--- config.mk ---
export PLATFORM = sky130hd
export DESIGN_NAME = ble_midi_to_midi_deframer_flat
export DESIGN_NICKNAME = d
export VERILOG_FILES = /design/src/rtl/core/bmd_pkg.sv /design/src/rtl/core/bmd_ifs.sv /design/src/rtl/core/ble_midi_to_midi_deframer.sv /design/src/rtl/core/bmd_parser.sv /design/src/rtl/core/bmd_outbuf.sv /design/src/flat_wrapper.sv
export VERILOG_INCLUDE_DIRS = /design/src /design/src/rtl/core
export SDC_FILE = /design/constraint.sdc
export NUM_CORES = 1
export LEC_CHECK = 0
export BUFFER_PORTS_ARGS = -buffer_cell sky130_fd_sc_hd__clkbuf_2
export CAP_MARGIN = 20
export CORE_MARGIN = 3
export CORE_UTILIZATION = 59
export DETAILED_ROUTE_END_ITERATION = 16
export PLACE_DENSITY = 0.77
export SYNTH_ARGS = -nofsm -noshare
export SYNTH_HDL_FRONTEND = slang
export SYNTH_SLANG_ARGS = --single-unit
--- constraint.sdc ---
create_clock -name clock -period 2.78 [get_ports clock]
set_input_delay 0.556 -clock clock [delete_from_list [all_inputs] [get_ports clock]]
set_output_delay 0.556 -clock clock [all_outputs]
set_load 0.1 [all_outputs]
--- src/rtl/core/ble_midi_to_midi_deframer_defines.svh ---
// Assertion macros used by the deframer parser RTL.
`ifndef BLE_MIDI_TO_MIDI_DEFRAMER_DEFINES_SVH
`define BLE_MIDI_TO_MIDI_DEFRAMER_DEFINES_SVH

// Same-cycle implication, disabled during reset.
`define BMD_ASSERT_NOW(label, clk, rst, ante, cons) \
   label: assert property (@(posedge clk) disable iff (rst) (ante) |-> (cons)) \
      else $error("deframer check failed");

// Next-cycle implication, disabled during reset.
`define BMD_ASSERT_NEXT(label, clk, rst, ante, cons) \
   label: assert property (@(posedge clk) disable iff (rst) (ante) |=> (cons)) \
      else $error("deframer check failed");

`endif

--- src/rtl/core/bmd_pkg.sv ---
// Package: parser phase codes, MIDI byte codes and the result bundle type.
package bmd_pkg;

   // Parser phase codes
   localparam logic [2:0] PH_TIME   = 3'd0;
   localparam logic [2:0] PH_WAIT   = 3'd1;
   localparam logic [2:0] PH_TWO2   = 3'd2;
   localparam logic [2:0] PH_THREE2 = 3'd3;
   localparam logic [2:0] PH_THREE3 = 3'd4;
   localparam logic [2:0] PH_SYSEX  = 3'd5;

   // MIDI byte codes
   localparam logic [7:0] SYSEX_START  = 8'hf0;
   localparam logic [7:0] MTC_QUARTER  = 8'hf1;
   localparam logic [7:0] SONG_POS     = 8'hf2;
   localparam logic [7:0] SONG_SELECT  = 8'hf3;
   localparam logic [7:0] TUNE_REQUEST = 8'hf6;
   localparam logic [7:0] SYSEX_END    = 8'hf7;
   localparam logic [7:0] RT_CLOCK     = 8'hf8;
   localparam logic [7:0] RT_START     = 8'hfa;
   localparam logic [7:0] RT_CONTINUE  = 8'hfb;
   localparam logic [7:0] RT_STOP      = 8'hfc;
   localparam logic [7:0] RT_SENSING   = 8'hfe;
   localparam logic [7:0] RT_RESET     = 8'hff;
   localparam logic [3:0] HI_SYSTEM    = 4'hf;
   localparam logic [3:0] HI_PROGRAM   = 4'hc;
   localparam logic [3:0] HI_PRESSURE  = 4'hd;

   localparam int unsigned MAX_OUT = 3;
   localparam int unsigned TIME_W  = 13;

   // Up to three output words produced by one input word
   typedef struct packed {
      logic [1:0]               count;
      logic [MAX_OUT-1:0][7:0]  data;
      logic [MAX_OUT-1:0]       last;
      logic [MAX_OUT-1:0]       sysex;
      logic [TIME_W-1:0]        msg_time;
   } bmd_bundle_type;

endpackage

--- src/rtl/core/bmd_ifs.sv ---
// Valid/ready stream interfaces for the request and response channels.
interface bmd_req_if;
   logic       valid;
   logic       ready;
   logic [7:0] packet_header;
   logic [7:0] in_byte;

   modport source (output valid, output packet_header, output in_byte, input ready);
   modport sink (input valid, input packet_header, input in_byte, output ready);
endinterface

interface bmd_rsp_if;
   logic        valid;
   logic        ready;
   logic [7:0]  out_byte;
   logic        last_of_message;
   logic        is_sysex;
   logic [12:0] msg_time;

   modport source (output valid, output out_byte, output last_of_message,
                   output is_sysex, output msg_time, input ready);
   modport sink (input valid, input out_byte, input last_of_message,
                 input is_sysex, input msg_time, output ready);
endinterface

--- src/rtl/core/ble_midi_to_midi_deframer.sv ---
// Top level: BLE-MIDI packet deframer producing timestamped MIDI words.
//
//   channel   direction  payload
//   req_bus   in         packet_header[7:0], in_byte[7:0]
//   rsp_bus   out        out_byte[7:0], last_of_message, is_sysex, msg_time[12:0]
//
// Each request word is registered, decoded combinationally and its 0..3 result words
// are loaded into the result register, which delivers one word per cycle while
// rsp_bus.ready is high. A new bundle loads only when the register is empty or its
// last word is being taken, so the single output port limits throughput.
// Synchronous active-high reset returns to the timestamp phase with no words pending.
// A stalled response holds the result register; the input register then fills and
// req_bus.ready drops until the bundle drains.
module ble_midi_to_midi_deframer
   import bmd_pkg::*;
(
   input  logic      clock,
   input  logic      reset,
   bmd_req_if.sink   req_bus,
   bmd_rsp_if.source rsp_bus
);

   logic           in_valid_ff;
   logic [7:0]     hdr_ff;
   logic [7:0]     byte_ff;
   logic           can_load;
   logic           step;
   bmd_bundle_type bundle;

   // Process the registered word when the result register can take its bundle
   assign step          = in_valid_ff && can_load;
   assign req_bus.ready = !in_valid_ff || step;

   // Input register
   always_ff @(posedge clock) begin
      if (reset) begin
         in_valid_ff <= 1'b0;
      end else if (req_bus.ready) begin
         in_valid_ff <= req_bus.valid;
      end
   end

   always_ff @(posedge clock) begin
      if (req_bus.valid && req_bus.ready) begin
         hdr_ff  <= req_bus.packet_header;
         byte_ff <= req_bus.in_byte;
      end
   end

   bmd_parser u_parser (
      .clock  (clock),
      .reset  (reset),
      .step   (step),
      .hdr    (hdr_ff),
      .din    (byte_ff),
      .bundle (bundle)
   );

   bmd_outbuf u_outbuf (
      .clock    (clock),
      .reset    (reset),
      .load     (step),
      .bundle   (bundle),
      .can_load (can_load),
      .rsp_bus  (rsp_bus)
   );

endmodule

--- src/rtl/core/bmd_parser.sv ---
// Parser state and single-pass step logic: one input word to a bundle of output words.
`include "ble_midi_to_midi_deframer_defines.svh"

module bmd_parser
   import bmd_pkg::*;
(
   input  logic           clock,
   input  logic           reset,
   input  logic           step,
   input  logic [7:0]     hdr,
   input  logic [7:0]     din,
   output bmd_bundle_type bundle
);

   logic [2:0]        phase_ff, phase_in;
   logic [7:0]        kind_ff, kind_in;
   logic [7:0]        first_ff, first_in;
   logic [TIME_W-1:0] time_ff, time_in;
   logic [7:0]        held_ff, held_in;
   logic              held_v_ff, held_v_in;

   logic [2:0] eff_phase;
   logic       go;
   logic [3:0] din_hi;
   logic [3:0] kind_hi;

   assign din_hi  = din[7:4];
   assign kind_hi = kind_ff[7:4];

   // Decode one word against the current phase
   always_comb begin
      phase_in  = phase_ff;
      kind_in   = kind_ff;
      first_in  = first_ff;
      time_in   = time_ff;
      held_in   = held_ff;
      held_v_in = held_v_ff;
      bundle    = '0;
      bundle.msg_time = time_ff;
      eff_phase = phase_ff;
      go        = 1'b1;

      // Timestamp slot: drop a stray SysEx end byte, take the time, or fall into running status
      if (phase_ff == PH_TIME) begin
         if (din == SYSEX_END) begin
            go = 1'b0;
         end else if (din[7]) begin
            time_in  = {hdr[5:0], din[6:0]};
            phase_in = PH_WAIT;
            go       = 1'b0;
         end else begin
            eff_phase = PH_WAIT;
            phase_in  = PH_WAIT;
         end
      end

      if (go) begin
         case (eff_phase)
            PH_WAIT: begin
               if (din_hi == HI_SYSTEM) begin
                  case (din)
                     SYSEX_START: begin
                        kind_in   = din;
                        held_in   = din;
                        held_v_in = 1'b1;
                        phase_in  = PH_SYSEX;
                     end
                     MTC_QUARTER, SONG_SELECT: begin
                        kind_in  = din;
                        phase_in = PH_TWO2;
                     end
                     SONG_POS: begin
                        kind_in  = din;
                        phase_in = PH_THREE2;
                     end
                     TUNE_REQUEST: begin
                        kind_in        = din;
                        bundle.count   = 2'd1;
                        bundle.data[0] = din;
                        bundle.last[0] = 1'b1;
                        phase_in       = PH_TIME;
                     end
                     RT_CLOCK, RT_START, RT_CONTINUE, RT_STOP, RT_SENSING, RT_RESET: begin
                        bundle.count   = 2'd1;
                        bundle.data[0] = din;
                        bundle.last[0] = 1'b1;
                        phase_in       = PH_TIME;
                     end
                     default: begin
                        // undefined system codes: drop
                     end
                  endcase
               end else if (din_hi == HI_PROGRAM || din_hi == HI_PRESSURE) begin
                  kind_in  = din;
                  phase_in = PH_TWO2;
               end else if (din[7]) begin
                  kind_in  = din;
                  phase_in = PH_THREE2;
               end else if (kind_ff[7] && kind_hi != HI_SYSTEM) begin
                  // Running status on a channel message
                  if (kind_hi == HI_PROGRAM || kind_hi == HI_PRESSURE) begin
                     bundle.count   = 2'd2;
                     bundle.data[0] = kind_ff;
                     bundle.data[1] = din;
                     bundle.last[1] = 1'b1;
                     phase_in       = PH_TIME;
                  end else begin
                     first_in = din;
                     phase_in = PH_THREE3;
                  end
               end
            end
            PH_TWO2: begin
               bundle.count   = 2'd2;
               bundle.data[0] = kind_ff;
               bundle.data[1] = din;
               bundle.last[1] = 1'b1;
               phase_in       = PH_TIME;
            end
            PH_THREE2: begin
               first_in = din;
               phase_in = PH_THREE3;
            end
            PH_THREE3: begin
               bundle.count   = 2'd3;
               bundle.data[0] = kind_ff;
               bundle.data[1] = first_ff;
               bundle.data[2] = din;
               bundle.last[2] = 1'b1;
               phase_in       = PH_TIME;
            end
            PH_SYSEX: begin
               // Hold one byte back so the end marker replaces the stamp before it
               if (din == SYSEX_END) begin
                  bundle.count    = 2'd1;
                  bundle.data[0]  = din;
                  bundle.last[0]  = 1'b1;
                  bundle.sysex[0] = 1'b1;
                  held_v_in       = 1'b0;
                  held_in         = '0;
                  phase_in        = PH_TIME;
               end else begin
                  if (held_v_ff) begin
                     bundle.count    = 2'd1;
                     bundle.data[0]  = held_ff;
                     bundle.sysex[0] = 1'b1;
                  end
                  held_in   = din;
                  held_v_in = 1'b1;
               end
            end
            default: begin
               phase_in = PH_TIME;
            end
         endcase
      end
   end

   // Advance state on each processed word
   always_ff @(posedge clock) begin
      if (reset) begin
         phase_ff  <= PH_TIME;
         kind_ff   <= '0;
         first_ff  <= '0;
         time_ff   <= '0;
         held_ff   <= '0;
         held_v_ff <= 1'b0;
      end else if (step) begin
         phase_ff  <= phase_in;
         kind_ff   <= kind_in;
         first_ff  <= first_in;
         time_ff   <= time_in;
         held_ff   <= held_in;
         held_v_ff <= held_v_in;
      end
   end

   // A held SysEx byte exists only inside SysEx
   `BMD_ASSERT_NOW(a_held_in_sysex, clock, reset, held_v_ff, phase_ff == PH_SYSEX)
   // Three-word bursts come only from the third-byte phase
   `BMD_ASSERT_NOW(a_three_from_phase, clock, reset, step && bundle.count == 2'd3,
                   phase_ff == PH_THREE3)
   // A timestamp byte loads the 13-bit time
   `BMD_ASSERT_NEXT(a_time_load, clock, reset,
                    step && phase_ff == PH_TIME && din[7] && din != SYSEX_END,
                    time_ff == $past({hdr[5:0], din[6:0]}))

endmodule

--- src/rtl/core/bmd_outbuf.sv ---
// Result register: holds one bundle and hands its words out one per cycle while ready is high.
module bmd_outbuf
   import bmd_pkg::*;
(
   input  logic             clock,
   input  logic             reset,
   input  logic             load,
   input  bmd_bundle_type   bundle,
   output logic             can_load,
   bmd_rsp_if.source        rsp_bus
);

   bmd_bundle_type bundle_ff;
   logic [1:0]     rem_ff, rem_in;
   logic [1:0]     pos_ff, pos_in;
   logic           take;

   assign take     = rsp_bus.valid && rsp_bus.ready;
   assign can_load = (rem_ff == 2'd0) || (rem_ff == 2'd1 && take);

   // Drive the current word
   assign rsp_bus.valid           = (rem_ff != 2'd0);
   assign rsp_bus.out_byte        = bundle_ff.data[pos_ff];
   assign rsp_bus.last_of_message = bundle_ff.last[pos_ff];
   assign rsp_bus.is_sysex        = bundle_ff.sysex[pos_ff];
   assign rsp_bus.msg_time        = bundle_ff.msg_time;

   // Load a new bundle or advance through the held one
   always_comb begin
      rem_in = rem_ff;
      pos_in = pos_ff;
      if (load) begin
         rem_in = bundle.count;
         pos_in = 2'd0;
      end else if (take) begin
         rem_in = rem_ff - 2'd1;
         pos_in = pos_ff + 2'd1;
      end
   end

   always_ff @(posedge clock) begin
      if (reset) begin
         rem_ff <= 2'd0;
         pos_ff <= 2'd0;
      end else begin
         rem_ff <= rem_in;
         pos_ff <= pos_in;
      end
   end

   // Payload: no reset
   always_ff @(posedge clock) begin
      if (load) begin
         bundle_ff <= bundle;
      end
   end

endmodule
--- src/flat_wrapper.sv ---
// flat-port wrapper written by rule: the top's interface ports become plain ports
module ble_midi_to_midi_deframer_flat import bmd_pkg::*;
  (clock, reset, req_bus_valid, req_bus_packet_header, req_bus_in_byte, req_bus_ready, rsp_bus_valid, rsp_bus_out_byte, rsp_bus_last_of_message, rsp_bus_is_sysex, rsp_bus_msg_time, rsp_bus_ready);
  bmd_req_if req_bus_i ();
  bmd_rsp_if rsp_bus_i ();
  input  logic clock;
  input  logic reset;
  input wire logic [$bits(req_bus_i.valid)-1:0] req_bus_valid;
  input wire logic [$bits(req_bus_i.packet_header)-1:0] req_bus_packet_header;
  input wire logic [$bits(req_bus_i.in_byte)-1:0] req_bus_in_byte;
  output wire logic [$bits(req_bus_i.ready)-1:0] req_bus_ready;
  output wire logic [$bits(rsp_bus_i.valid)-1:0] rsp_bus_valid;
  output wire logic [$bits(rsp_bus_i.out_byte)-1:0] rsp_bus_out_byte;
  output wire logic [$bits(rsp_bus_i.last_of_message)-1:0] rsp_bus_last_of_message;
  output wire logic [$bits(rsp_bus_i.is_sysex)-1:0] rsp_bus_is_sysex;
  output wire logic [$bits(rsp_bus_i.msg_time)-1:0] rsp_bus_msg_time;
  input wire logic [$bits(rsp_bus_i.ready)-1:0] rsp_bus_ready;
  assign req_bus_i.valid = req_bus_valid;
  assign req_bus_i.packet_header = req_bus_packet_header;
  assign req_bus_i.in_byte = req_bus_in_byte;
  assign req_bus_ready = req_bus_i.ready;
  assign rsp_bus_valid = rsp_bus_i.valid;
  assign rsp_bus_out_byte = rsp_bus_i.out_byte;
  assign rsp_bus_last_of_message = rsp_bus_i.last_of_message;
  assign rsp_bus_is_sysex = rsp_bus_i.is_sysex;
  assign rsp_bus_msg_time = rsp_bus_i.msg_time;
  assign rsp_bus_i.ready = rsp_bus_ready;
  ble_midi_to_midi_deframer u_core (.clock(clock), .reset(reset), .req_bus(req_bus_i), .rsp_bus(rsp_bus_i));
endmodule
Word-level counts from Yosys, hierarchy flattened

Cells that the tools add are included.

Add/subtract/negate cells: 2
Multiply operators: 0
Divide/modulo/power cells: 0
$lt $le $gt $ge: 1
Equality and inequality tests: 32
Shifts and indexed selects: 0
Muxes and demuxes: 78
Bitwise operators: 1
Reductions and logical operators: 28

Operator list:

| operator                                      | number |
|---|---|
| 2-to-1 mux 8 bit                              | 18 |
| == test 8 bit, second input constant          | 12 |
| 2-to-1 mux 15 bit                             | 4 |
| one-hot mux 8 bit (3 select lines)            | 2 |
| 2-to-1 mux 3 bit                              | 12 |
| one-hot mux 8 bit (2 select lines)            | 2 |
| 2-to-1 mux 29 bit                             | 1 |
| 2-to-1 mux 1 bit                              | 21 |
| == test 4 bit, second input constant          | 5 |
| binary-select mux 8 bit (select 2 bit)        | 1 |
| 2-to-1 mux 2 bit                              | 8 |
| inequality test 2 bit, second input constant  | 7 |
| one-hot mux 3 bit (4 select lines)            | 1 |
| AND reduction 5 bit                           | 2 |
| one-hot mux 3 bit (3 select lines)            | 1 |
| one-hot mux 2 bit (4 select lines)            | 1 |
| AND reduction 8 bit                           | 1 |
| nonzero test 2 bit                            | 4 |
| 2-to-1 mux 7 bit                              | 1 |
| OR reduction 7 bit                            | 1 |
| == test 3 x 2 -> 1 bit, second input constant | 2 |
| == test 3 bit, second input constant          | 2 |
| one-hot mux 1 bit (2 select lines)            | 3 |
| OR reduction 2 bit                            | 3 |
| 18 further kinds                              | 27 |

Register bits: 101
Bits in latches: 0
Bits in writable memories: 0
Memory bits (read-only): 0
Bits of input ports: 20
Output and inout port bits: 25
Logic and storage cells: 159
Memories kept: 0

Depth between registers and ports, before layout

Word-level depth: 10
Gate-level depth with buffers: 8
Depth with buffers taken out: 7

Modules after synthesis

From an unflattened synthesis, not the netlist that was laid out.

Cells, all modules: 398
Area, all modules: 4,579.4 um2

By module, submodules not included:

| module                    | times used | cells an instance | area an instance (um2) | seq. area each (um2) |
|---|---|---|---|---|
| bmd_parser                | 1          | 260               | 2,212.1                | 820.8 |
| bmd_outbuf                | 1          | 116               | 1,824.2                | 1,371.3 |
| ble_midi_to_midi_deframer | 1          | 22                | 543.0                  | 500.5 |

Least setup slack after synthesis

No wires, ideal clock.

Path type: register to output
Start point: register u_core.u_outbuf.pos_ff[1]
End point: output rsp_bus_last_of_message
Arrival: 3.031 ns
Data required time: 2.224 ns
Setup slack: -0.807 ns
Cell stages (with the launch flop): 4
Path buffers: 1
Cell sequence: dfxtp_1 buf_1 mux2i_1 o21ai_0

Longest elaborated chain between the ends: 2

Ends and longest elaborated chain:

| element                                | RTL line           | source |
|---|---|---|
| start: declaration                     | bmd_outbuf.sv:15   | `logic [1:0] pos_ff, pos_in;` |
| start signal: assignment               | bmd_outbuf.sv:47   | `pos_ff <= pos_in;` |
| binary-select mux 1 bit (select 2 bit) | bmd_outbuf.sv:24   | `assign rsp_bus.last_of_message = bundle_ff.last[pos_ff];` |
| 2-to-1 mux 1 bit (implied by the code) | bmd_outbuf.sv:24   |  |
| end: declaration                       | flat_wrapper.sv:14 | `output wire logic [$bits(rsp_bus_i.last_of_message)-1:0] rsp_bus_last_of_message;` |

No other way between the ends. The select of a mux whose other input is x is not followed.

Worst setup path in the final report

Start point: register u_core.u_outbuf.pos_ff[1]
End point: output rsp_bus_out_byte[5]

Longest elaborated chain between the ends: 2

Ends and longest elaborated chain:

| element                                | RTL line           | source |
|---|---|---|
| binary-select mux 8 bit (select 2 bit) | bmd_outbuf.sv:23   | `assign rsp_bus.out_byte = bundle_ff.data[pos_ff];` |
| 2-to-1 mux 8 bit (implied by the code) | bmd_outbuf.sv:23   |  |
| end: declaration                       | flat_wrapper.sv:13 | `output wire logic [$bits(rsp_bus_i.out_byte)-1:0] rsp_bus_out_byte;` |

No other way between the ends. The select of a mux whose other input is x is not followed.

==> summary.md <==
| Metric | Value |
|---|---|
| Leading register cell type out of synthesis | edfxtp_1 |
| I/O Pins | 45 |
| Setup violators final | 0 |
| CORE AREA | ~0.0074 sq mm |
| Clk buf depth | 2 |
| Post-CTS Setup Repair Bufs | 0 |
| CTS resizes | 0 |
| CTS sink count | about 100 |
| # rows | 31 |
| Clk slew on worst S/H paths | 0.11 ns |
| Setup WS post-layout | 0.2276 ns |
| CTS HTree Levels | 3 |
| Net Sw Power | about 1700 uW |
| CTS tree | yes |
| Routed Antenna Nets | 0 |
| Die X | roughly 94 microns |
| Syn_nets | approximately 450 |
| Drt wl/cell | roughly 17 microns |
| Sequential fraction of the synthesis area | about 56% |
| Most common cell after layout, fill and taps aside | edfxtp_1 |
| GRT busiest layer | met1 |
| Antenna cells | 0 |
| Finished Core Util | between 60% and 70% |
| Status | complete, no violations |
| DR DRC count | 0 |
| Reg2reg setup slack | between 0.5 and 0.6 ns |
| Met3 usage | under 10% |
| Drt via density | a little over 6 |
| Slew headroom | about a third |
| Clock root buffer | clkbuf_8 |
| Routing usage on met1 | between 30% and 40% |
| GRT met2 Usage | between 30% and 40% |
| Logic pwr share | a little under a third |
| Area growth from synthesis to layout | 7.882% |
| Pre-antenna DRT Iters | 5 |
| Critical Path RT | 2.22 ns |
| Worst hold path class | input pin to flip-flop |
| Commonest non-fill, non-tap cells in the layout | edfxtp_1, dfxtp_1, clkbuf_2 |
| Skew final | between 0.01 and 0.015 ns |
| FF-to-FF Start | u_core.u_outbuf.rem_ff[0]$_SDFFE_PP0P_ |
| Synth cell types | between 60 and 70 |
| Number of global-route vias before repair | roughly 3100 |
| Slew @ Worst Pin | around 1 ns |
| #FFs+latches synth | about 100 |
| Largest net degree at the start of global routing | 57 |
| Critical path class | flip-flop to output pin |
| Worst hold slack | roughly 0.36 ns |
| Starting DRC count in detailed routing | approximately 270 |
| Clock power frac | between 20% and 30% |
| Fill cells | between 500 and 600 |
| Reg power frac | 46.4% |
| Mapped cell area | 0.004619 sq mm |
| # hold bufs at CTS | 0 |
| Die footprint | 0.008927 sq mm |
| Post-DP HPWL | between 6000 and 7000 microns |
| Nets | 466 |
| Total GRT Usage | around 22% |
| Final wirelength | roughly 9400 microns |
| Initial antenna violation count | 0 |
| Leakage power | roughly 0.0018 uW |
| Hold_sp | req_bus_packet_header[4] |
| Number of flops mapped to enable cells by yosys | 55 |
| Clk Latency, worst-skew pair | 0.37 ns |
| Vias post-DR | roughly 3300 |
| Max Slew Vio Count | 0 |
| Reg2reg end | u_core.u_parser.first_ff[7]$_SDFFE_PP0P_ |
| Max-cap violations | 0 |
| Share of cells above drive strength 1 | between 10% and 20% |
| Pint | around 2400 uW |
| Fin. Hold Viols | 0 |
| Max rail drop VDD | 0.3943 mV |
| Startpoint types | flip-flop |
| Power Density | a little over 800 mW/mm^2 |
| Hold EP | u_core.hdr_ff[4]$_DFFE_PP_ |
| Total power | around 4000 uW |
| First-pass GRT wire length | roughly 15000 microns |
| Initial Util | 62.35% |
| Switch share | about two fifths |
| CTS Buf Count | 9 |
| Reg2reg path depth | 6 |
| Async SR Flop Fraction | 0% |
| Global placer's final weighted congestion | approximately 1.0 |
| Number of port buffers | between 40 and 50 |
| Arrival time worst endpoint | around 2.0 ns |
| GR Overflow Total | 0 |
| RSZ-0062 raised after global routing | false |
| Die Y | ~94 microns |
| Pre-CTS setup slack | approximately 0.57 ns |
| Fin crit period | ~2.6 ns |
| Final Cycle Share | between 90 and 100% |
| Mapped Cells | 427 |
| Highest clock rate | approximately 390 MHz |
| Hold path depth | 1 |
| Setup crit end kind | output pin |
| Syn Area/Cell | 10.82 sq um |
| Yosys warning count | 0 |
| Crit Path Max Fanout | 8 |
==> power by group through the flow <==
stage	Clock (uW)	Combinational [uW]	Sequential [uW]
2_1_floorplan	0	1120	1840
3_3_place_gp	0	1250	1890
3_5_place_dp	0	1260	1900
4_1_cts	899	1270	1860
5_1_grt	969	1340	1880
6_report	889	1270	1870
==> registers in the layout, summed over array words and instances (netlist names), 3 cells and up <==
signal                            flops
u_core.hdr_ff                         6
u_core.byte_ff                        8
u_core.u_parser.held_ff               8
u_core.u_outbuf.rsp_bus.msg_time     13
u_core.u_parser.kind_ff               8
u_core.u_parser.phase_ff              3
u_core.u_outbuf.bundle_ff            28
u_core.u_parser.first_ff              8
u_core.u_parser.time_ff              13
==> metal layers <==
layer / part of all wire, % / vias to the layer above
met4: 1.7 / 0
li1: - / 1590
met3: 8.2 / 23
met1: 46 / 1531
met5: 0 / -
met2: 44 / 162
==> worst max path at each step <==
stage	startpoint	endpoint	slack, ns	cells past startpoint
floorplan	u_core.u_outbuf.pos_ff[1]$_SDFFE_PP0P_	rsp_bus_last_of_message	-0.08	3
global placement	rsp_bus_ready	u_core.u_parser.first_ff[7]$_SDFFE_PP0P_	0.58	5
detailed placement	rsp_bus_ready	u_core.u_parser.first_ff[7]$_SDFFE_PP0P_	0.57	5
CTS	u_core.u_outbuf.pos_ff[1]$_SDFFE_PP0P_	rsp_bus_out_byte[7]	0.21	5
global route	u_core.u_outbuf.pos_ff[1]$_SDFFE_PP0P_	rsp_bus_out_byte[7]	0.10	5
finish	u_core.u_outbuf.pos_ff[1]$_SDFFE_PP0P_	rsp_bus_out_byte[5]	0.23	5
==> kinds of logic after synthesis <==
kind of cell,count (synthesis),share of synthesized area [%]
fa+ha+maj,2,0.5416
buf+inv,51,5.742
simple gates,130,15.76
compound gates,114,15.95
flops,101,55.69
xor+xnor,3,0.5689
mux,26,5.742
==> through the flow <==
| step | area (sq um) | std cells | setup TNS (ns) |
|---|---|---|---|
| after floorplan | 4624 | 427 | -0.6306 |
| after global placement | 4792 | 532 | 0 |
| after detailed placement | 4792 | 532 | 0 |
| after CTS | 4984 | 548 | 0 |
| after global routing | 4984 | 548 | 0 |
| final | 4984 | 548 | 0 |
==> cell type report <==
class | count | area (sq um) | area share [%]
clock inverters | 7 | 67.56 | 1.356
flip-flops and latches | 101 | 2572 | 51.62
clock buffers | 9 | 123.9 | 2.486
well taps | 99 | 123.9 | 2.486
inverters | 7 | 26.28 | 0.5272
repair buffers | 50 | 282.8 | 5.674
multi-input cells | 275 | 1787 | 35.85
==> cells in the mapped netlist, types with 14 or more instances <==
cell      number  share of area (%)
buf_4         14                2.3
nor2_1        15                1.2
a21oi_1       34                3.7
o21ai_0       17                1.8
nand2b_1      23                3.1
clkbuf_1      17                1.4
o21ai_1       20                2.2
nand2_1       23                1.9
dfxtp_1       46                 20
mux2i_1       25                5.4
edfxtp_1      55                 36
nand3_1       16                1.7
==> worst max-delay path: stages (launching register included) <==
cell and delay, ns:
dfxtp_1 0.45, nor2b_1 0.35, buf_4 0.22, nand2_1 0.05, o21ai_1 0.09, clkbuf_2 0.48
Power figures use the tool's default switching activity.
